### config.mk
export PLATFORM = sky130hd
export DESIGN_NAME = lmpd_out_fifo
export DESIGN_NICKNAME = d
export VERILOG_FILES = /design/src/hdl/lmpd_pkg.sv /design/src/hdl/lmpd_out_fifo.sv
export SDC_FILE = /design/constraint.sdc
export NUM_CORES = 1
export LEC_CHECK = 0
export ABC_AREA = 1
export BUFFER_PORTS_ARGS = -buffer_cell sky130_fd_sc_hd__buf_2
export CAP_MARGIN = 10
export CORE_MARGIN = 2
export CORE_UTILIZATION = 50
export DETAILED_ROUTE_END_ITERATION = 6
export PLACE_DENSITY = 0.68
export SLEW_MARGIN = 10
export SYNTH_ARGS = -nofsm -noshare
export SYNTH_HDL_FRONTEND = slang
export SYNTH_SLANG_ARGS = --single-unit
### constraint.sdc
create_clock -name clk -period 7.75 [get_ports clk]
set_input_delay 1.55 -clock clk [delete_from_list [all_inputs] [get_ports clk]]
set_output_delay 1.55 -clock clk [all_outputs]
set_load 0.01 [all_outputs]
### src/hdl/lmpd_pkg.sv
// lmpd_pkg: shared widths, register indexes and result types for the
// local-maximum peak detector. No dependencies.
package lmpd_pkg;

	localparam int DEF_MAX_WIDTH  = 1024;
	localparam int DEF_MAX_HEIGHT = 1024;

	localparam int SAMPLE_W    = 32;
	localparam int COORD_W     = 10;
	localparam int COUNT_W     = 19;
	localparam int DIM_W       = 11;
	localparam int BORDER_W    = 9;
	localparam int CFG_INDEX_W = 3;
	localparam int MIN_DIM     = 3;

	localparam int OUT_FIFO_DEPTH = 8;

	typedef enum logic [CFG_INDEX_W-1:0] {
		CFG_FRAME_WIDTH    = 3'd0,
		CFG_FRAME_HEIGHT   = 3'd1,
		CFG_BORDER_SIZE    = 3'd2,
		CFG_MIN_PEAK_LEVEL = 3'd3
	} cfg_reg_t;

	typedef struct packed {
		logic signed [SAMPLE_W-1:0] value;
		logic [COORD_W-1:0]         x;
		logic [COORD_W-1:0]         y;
		logic [COUNT_W-1:0]         count;
		logic                       frame_end;
	} peak_result_t;

	// Result pushes per cycle: first slot, then optional second slot.
	typedef struct packed {
		logic first;
		logic second;
	} push_t;

endpackage

### src/hdl/lmpd_out_fifo.sv
// lmpd_out_fifo: small result queue taking up to two results per cycle.
// Uses lmpd_pkg (peak_result_t, push_t).
module lmpd_out_fifo #(
	parameter int DEPTH = lmpd_pkg::OUT_FIFO_DEPTH,
	parameter int PW    = $clog2(DEPTH),
	parameter int CW    = $clog2(DEPTH + 1)
) (
	input  logic                    clk,
	input  logic                    arst_n,
	input  lmpd_pkg::push_t         push,
	input  lmpd_pkg::peak_result_t  push_data_first,
	input  lmpd_pkg::peak_result_t  push_data_second,
	input  logic                    pop,
	output lmpd_pkg::peak_result_t  head,
	output logic                    not_empty,
	output logic [CW-1:0]           level
);
	import lmpd_pkg::*;

	peak_result_t  mem [DEPTH];
	logic [PW-1:0] wr_ptr_q;
	logic [PW-1:0] rd_ptr_q;
	logic [CW-1:0] level_q;
	logic [PW-1:0] wr_ptr_inc;
	logic [PW-1:0] wr_ptr_inc2;
	logic [PW-1:0] rd_ptr_inc;

	function automatic logic [PW-1:0] ptr_next(input logic [PW-1:0] p);
		ptr_next = (p == PW'(DEPTH - 1)) ? '0 : p + PW'(1);
	endfunction

	assign wr_ptr_inc  = ptr_next(wr_ptr_q);
	assign wr_ptr_inc2 = ptr_next(wr_ptr_inc);
	assign rd_ptr_inc  = ptr_next(rd_ptr_q);

	always_ff @(posedge clk) begin
		if (push.first) begin
			mem[wr_ptr_q] <= push_data_first;
		end
		if (push.second) begin
			mem[wr_ptr_inc] <= push_data_second;
		end
	end

	always_ff @(posedge clk or negedge arst_n) begin
		if (!arst_n) begin
			wr_ptr_q <= '0;
			rd_ptr_q <= '0;
			level_q  <= '0;
		end else begin
			if (push.first && push.second) begin
				wr_ptr_q <= wr_ptr_inc2;
			end else if (push.first) begin
				wr_ptr_q <= wr_ptr_inc;
			end
			if (pop) begin
				rd_ptr_q <= rd_ptr_inc;
			end
			level_q <= level_q + CW'(push.first) + CW'(push.second) - CW'(pop);
		end
	end

	assign head      = mem[rd_ptr_q];
	assign not_empty = (level_q != '0);
	assign level     = level_q;

endmodule

==> impl_metrics.yaml, run 1 <==
run:
  maxCapViolations: 0
clock_tree:
  cts_made_buffers: 60
  clk_pin_slew_worst_paths_ns: 0.06
  tritoncts: "yes"
  cts_setup_buffers: 0
  ctsLongestPathBuffers: 3
  root_buffer: "clkbuf_16"
  htreeDepth: 2
  clkSinkCount: 586
  cts-resized-gates: 0
  clkLatencyLatePin_ns: 0.64
  hold_buffers: 0
logic_synthesis:
  netlist_area_um2: 32100
  synthesis.nets: 4171
  synth-seq-cells: 586
  synthDistinctLibCells: 26
  yosysTopAreaCell: "edfxtp_1"
  synth_top_cells_by_area: "edfxtp_1 (54%), nand2_1 (18%), inv_1 (8.6%)"
  avgSynthCellArea_um2: 8.01
  synth_top_area_share_pct: 53.9
  synth_seq_area_share_pct: 54.7
  yosysWarnings: 0
  syn_inst: 4007
floorplan:
  start_util_pct: 50.7
  fp.dieArea_um2: 66300
  placementRows: 92
  boundaryPins: 226
  fp.coreArea_um2: 63300
  die_w_um: 257
  chipHeight_um: 257
final_layout:
  most-common-layout-cells: "nand2_1 (1526), inv_1 (738), edfxtp_1 (576)"
  final_area_um2: 35300
  final_common_cell: "nand2_1"
  nets: 4260
  syn_to_final_growth_pct: 10.0
  drive_gt1_share_pct: 8.78
sta:
  finClkSkew_ns: 0.0273
  fin_setup_tns_ns: 0
  setup_viol: 0
  rsz0062_at_grt: "false"
  min_period_over_period_pct: 67.9
  tightestPinTransition_ns: 1.16
  final-hold-violation-count: 0
  fmax_mhz: 190
  fin_crit_ns: 5.26
  max_slew_margin_pct: 22.4
  slew_viol_final: 0
drt:
  vias_per_cell: 5.13
  first_pass_iters: 6
  detail_route.wl_per_cell_um: 17.8
  drtAntennaViolNets: 0
  drt_wl_total_um: 89200
  drt_iter0_drc: 2094
  vias: 25700
  drc_errors: 0
grt:
  antenna_found_initial: 21
  grt_pass1_vias: 24100
  grt_max_degree: 214
  grt_usage_pct: 26.8
  grt_overflow: 0
  grt_pass1_wl_um: 137000
pwr:
  p_leak_nw: 16.7
  p_per_area_nw_per_um2: 354
  max-vdd-ir-drop_v: 0.000370
place:
  place_area_um2: 33500
  gp_congestion: 0.791
  portBuffers: 225
  dp_hpwl_um: 47400
outcome:
  status: "finished clean"
setup_path:
  endpoint_kind: "output pin"
  path_max_fanout: 152
  worstPathRequired_ns: 6.20
  worst-setup-path-type: "reg2out"
  arrival_ns: 3.71
  r2r_cells: 9
  cp-start-kind: "register"
worst_hold_path:
  hp-class: "reg2reg"
  worstHoldPathCells: 1
## flip-flops by register name (all words and copies together), names as in the netlist
signal,cells
level,4
mem,576
rd_ptr_q,3
wr_ptr_q,3
## worst paths after layout
path / end / from / slack (ns)
min reg2reg: level[0] / level[0] / 0.60
min: level[0] / level[0] / 0.60
max reg2reg: mem[7][33] / wr_ptr_q[0] / 3.91
min in group asynchronous: level[2] / arst_n / 0.80
max: head[46] / rd_ptr_q[0] / 2.49
max in group asynchronous: rd_ptr_q[0] / arst_n / 6.71
## kinds of logic (layout without fill, tap and decap cells)
kind of cell	after synthesis	in the layout	synth area share, %
other	0	17	0
adders and majority gates	15	15	0.631
xor gates and xnor gates	2	2	0.0546
DFF	586	586	54.7
buffers and inverters	975	1113	12.4
AOI/OAI and AO/OA	591	591	9.23
and+or+nand+nor	1838	1838	23.0
## through the flow
step	hold WS (ns)	setup WS, ns	utilization (%)	power, mW	std cells
finish	0.604	2.49	55.8	12.5	5008
global route	0.636	2.29	55.8	13.3	5002
CTS	0.605	2.46	55.7	12.6	4991
detailed placement	0.583	3.14	52.9	9.89	4880
global placement	0.581	3.15	52.9	9.80	4880
floorplan	0.524	0.171	-	8.24	4007
## power by group
| part | internal [mW] | leakage (nW) | switching (mW) | total [mW] |
|---|---|---|---|---|
| sequential | 4.62 | 5.41 | 0.342 | 4.96 |
| combinational | 1.34 | 10.4 | 3.51 | 4.85 |
| clock | 1.46 | 0.859 | 1.24 | 2.70 |
## routing by layer
layer | GRT usage (%) | part of all wire [%] | vias to the layer above
met5 | 0 | 0.094 | -
met4 | 8.70 | 2.7 | 14
met3 | 4.66 | 8.0 | 155
met2 | 45.6 | 48 | 911
met1 | 34.9 | 41 | 11800
li1 | - | - | 12800
## synthesized netlist by cell type (all sizes together)
| cell | number |
|---|---|
| nand2 | 1535 |
| inv | 745 |
| o21ai | 585 |
| edfxtp | 576 |
| nand3 | 292 |
| clkbuf | 119 |
| buf | 111 |
| ha | 13 |
| nor2 | 11 |
| dfrtp | 10 |
| o22ai | 5 |
| fa | 2 |
| a21oi | 1 |
| xnor2 | 1 |
| xor2 | 1 |
## area by class of cell
type	count	area, µm²
Clock buffer	81	1580
Multi-Input combinational cell	2446	10700
Fill cell	5722	28000
Clock inverter	30	195
Inverter	745	2810
Tap cell	846	1060
Antenna cell	17	42.5
Timing Repair Buffer	257	1390
Sequential cell	586	17600
## critical path, cell delays in order, from the launching register on
cell and delay [ns]:
dfrtp_4 1.08, inv_8 0.50, buf_12 0.41, nand2_1 0.21
nand3_1 0.09, nand2_1 0.11, nand2_1 0.05, nand2_1 0.17
buf_2 0.16
(Power assumes the default switching activity.)
==> inputs of run 2 (changes only) <==
- clock period: 7.75 -> 5.28 ns (I/O delays scaled with it)
==> run 2 against run 1 <==
Effect of this change: total power grew 51%; worst hold slack lost 0.28 ns; via count grew 0.44%; sequential share of layout area shrank 0.60 points; cell count grew 0.18%; critical endpoint is now head[25]; largest cell class unchanged.
==> impl_metrics.yaml, run 2 (synthesis gave the netlist of run 1 again) <==
setup_path:
  arrival_ns: 3.21
  cp_num_buf_inv: 3
  worstPathRequired_ns: 4.22
  crit_path_max_incr_delay_ns: 0.75
  worst-setup-path-type: "reg2out"
  r2r_cells: 8
  slowest_stage: "dfrtp_4"
  cp_common_cell: "nand2_1"
  path_max_fanout: 115
  cp-start-kind: "register"
  path_cells: "inv_8, buf_4, nand2_1, nand3_1, nand2_1, nand2_1, nand2_1, buf_2"
  crit_family: "buffers and inverters"
  endpoint_kind: "output pin"
  path_depth: 8
worst_hold_path:
  hp-class: "in2async"
grt:
  grt_pass1_vias: 24200
  grt_pass1_wl_um: 136000
  grt_overflow: 0
  antenna_found_initial: 18
  grt_usage_pct: 26.6
  grt_max_degree: 146
floorplan:
  start_util_pct: 50.7
  fp.coreArea_um2: 63300
  fp.dieArea_um2: 66300
  chipHeight_um: 257
  placementRows: 92
  boundaryPins: 226
  die_w_um: 257
clock_tree:
  htreeDepth: 3
  clkLatencyLatePin_ns: 0.60
  clkSinkCount: 586
  cts_made_buffers: 66
  hold_buffers: 0
  tritoncts: "yes"
  ctsLongestPathBuffers: 3
  clk_pin_slew_worst_paths_ns: 0.05
  cts-resized-gates: 0
  cts_setup_buffers: 0
  root_buffer: "clkbuf_16"
final_layout:
  regMostFlops: "mem"
  nets: 4273
  largest_reg_flops: 576
  final_area_um2: 35800
  most-common-layout-cells: "nand2_1 (1526), inv_1 (738), edfxtp_1 (576)"
  drive_gt1_share_pct: 9.28
  final_common_cell: "nand2_1"
  syn_to_final_growth_pct: 11.4
sta:
  fmax_mhz: 234
  tightestPinTransition_ns: 1.09
  setup_viol: 0
  max_slew_margin_pct: 27.6
  final-hold-violation-count: 0
  rsz0062_at_grt: "false"
  finClkSkew_ns: 0.0249
  min_period_over_period_pct: 80.9
  slew_viol_final: 0
  fin_crit_ns: 4.27
drt:
  drc_errors: 0
  drt_iter0_drc: 2435
  drtAntennaViolNets: 0
  vias: 25800
  drt_wl_total_um: 88600
  first_pass_iters: 5
  detail_route.wl_per_cell_um: 17.7
  vias_per_cell: 5.15
pwr:
  p_per_area_nw_per_um2: 529
  p_leak_nw: 16.9
  design_power_total_mw: 18.9
  max-vdd-ir-drop_v: 0.000586
place:
  gp_congestion: 0.784
  portBuffers: 225
  place_area_um2: 33700
  dp_hpwl_um: 48600
outcome:
  status: "finished clean"
run:
  maxCapViolations: 0
run 2: power by group:
part	total [mW]	switching, mW	internal, mW
clock	4.41	1.86	2.56
combinational	7.34	5.29	2.05
sequential	7.15	0.365	6.78
total	18.9	7.52	11.4
run 2: worst paths after layout:
path / slack [ns] / endpoint / start
min reg2reg: 0.58 / wr_ptr_q[1] / wr_ptr_q[1]
max in group asynchronous: 4.73 / rd_ptr_q[0] / arst_n
min: 0.33 / level[2] / arst_n
min in group clk: 0.58 / wr_ptr_q[1] / wr_ptr_q[1]
max reg2reg: 1.94 / mem[7][34] / wr_ptr_q[0]
max: 1.01 / head[25] / rd_ptr_q[0]
run 2: worst reg2reg max path, delay by kind of cell, from the launching register on:
kind / cells / cell delay, ns
buffers and inverters: 2 / 0.79
AO/OA/AOI/OAI: 1 / 0.23
flip-flops: 1 / 0.45
AND/OR/NAND/NOR: 3 / 0.92
adder cells (fa/ha/maj): 2 / 0.50
run 2: stage by stage:
stage                     util [%]  cells  worst slack (ns)  hold slack, ns  TNS, ns
final                         56.5   5017              1.01           0.326        0
after global routing          56.5   5015             0.833           0.334        0
after CTS                     56.4   5004              1.06           0.308        0
after detailed placement      53.2   4886              1.70           0.578        0
after global placement        53.2   4886              1.71           0.578        0
after floorplan                  -   4007             -1.80           0.524  -536.54
run 2: final cells by class:
| cell class | instances | area (µm²) |
|---|---|---|
| Fill cell | 5725 | 27500 |
| Sequential cell | 586 | 17600 |
| Multi-Input combinational cell | 2446 | 10700 |
| Inverter | 745 | 2810 |
| Clock buffer | 84 | 1760 |
| Timing Repair Buffer | 264 | 1580 |
| Tap cell | 846 | 1060 |
| Clock inverter | 34 | 270 |
| Antenna cell | 12 | 30.0 |
run 2: metal layers:
metal  share of wire (%)  vias up  routed length (µm)  track usage, %
li1                    -    12800                   -               -
met5               0.080        -                  71               0
met4                 2.9       12                2570            9.34
met2                  48      971               42400            45.2
met3                 8.0      173                7110            3.95
met1                  41    11800               36500            34.8
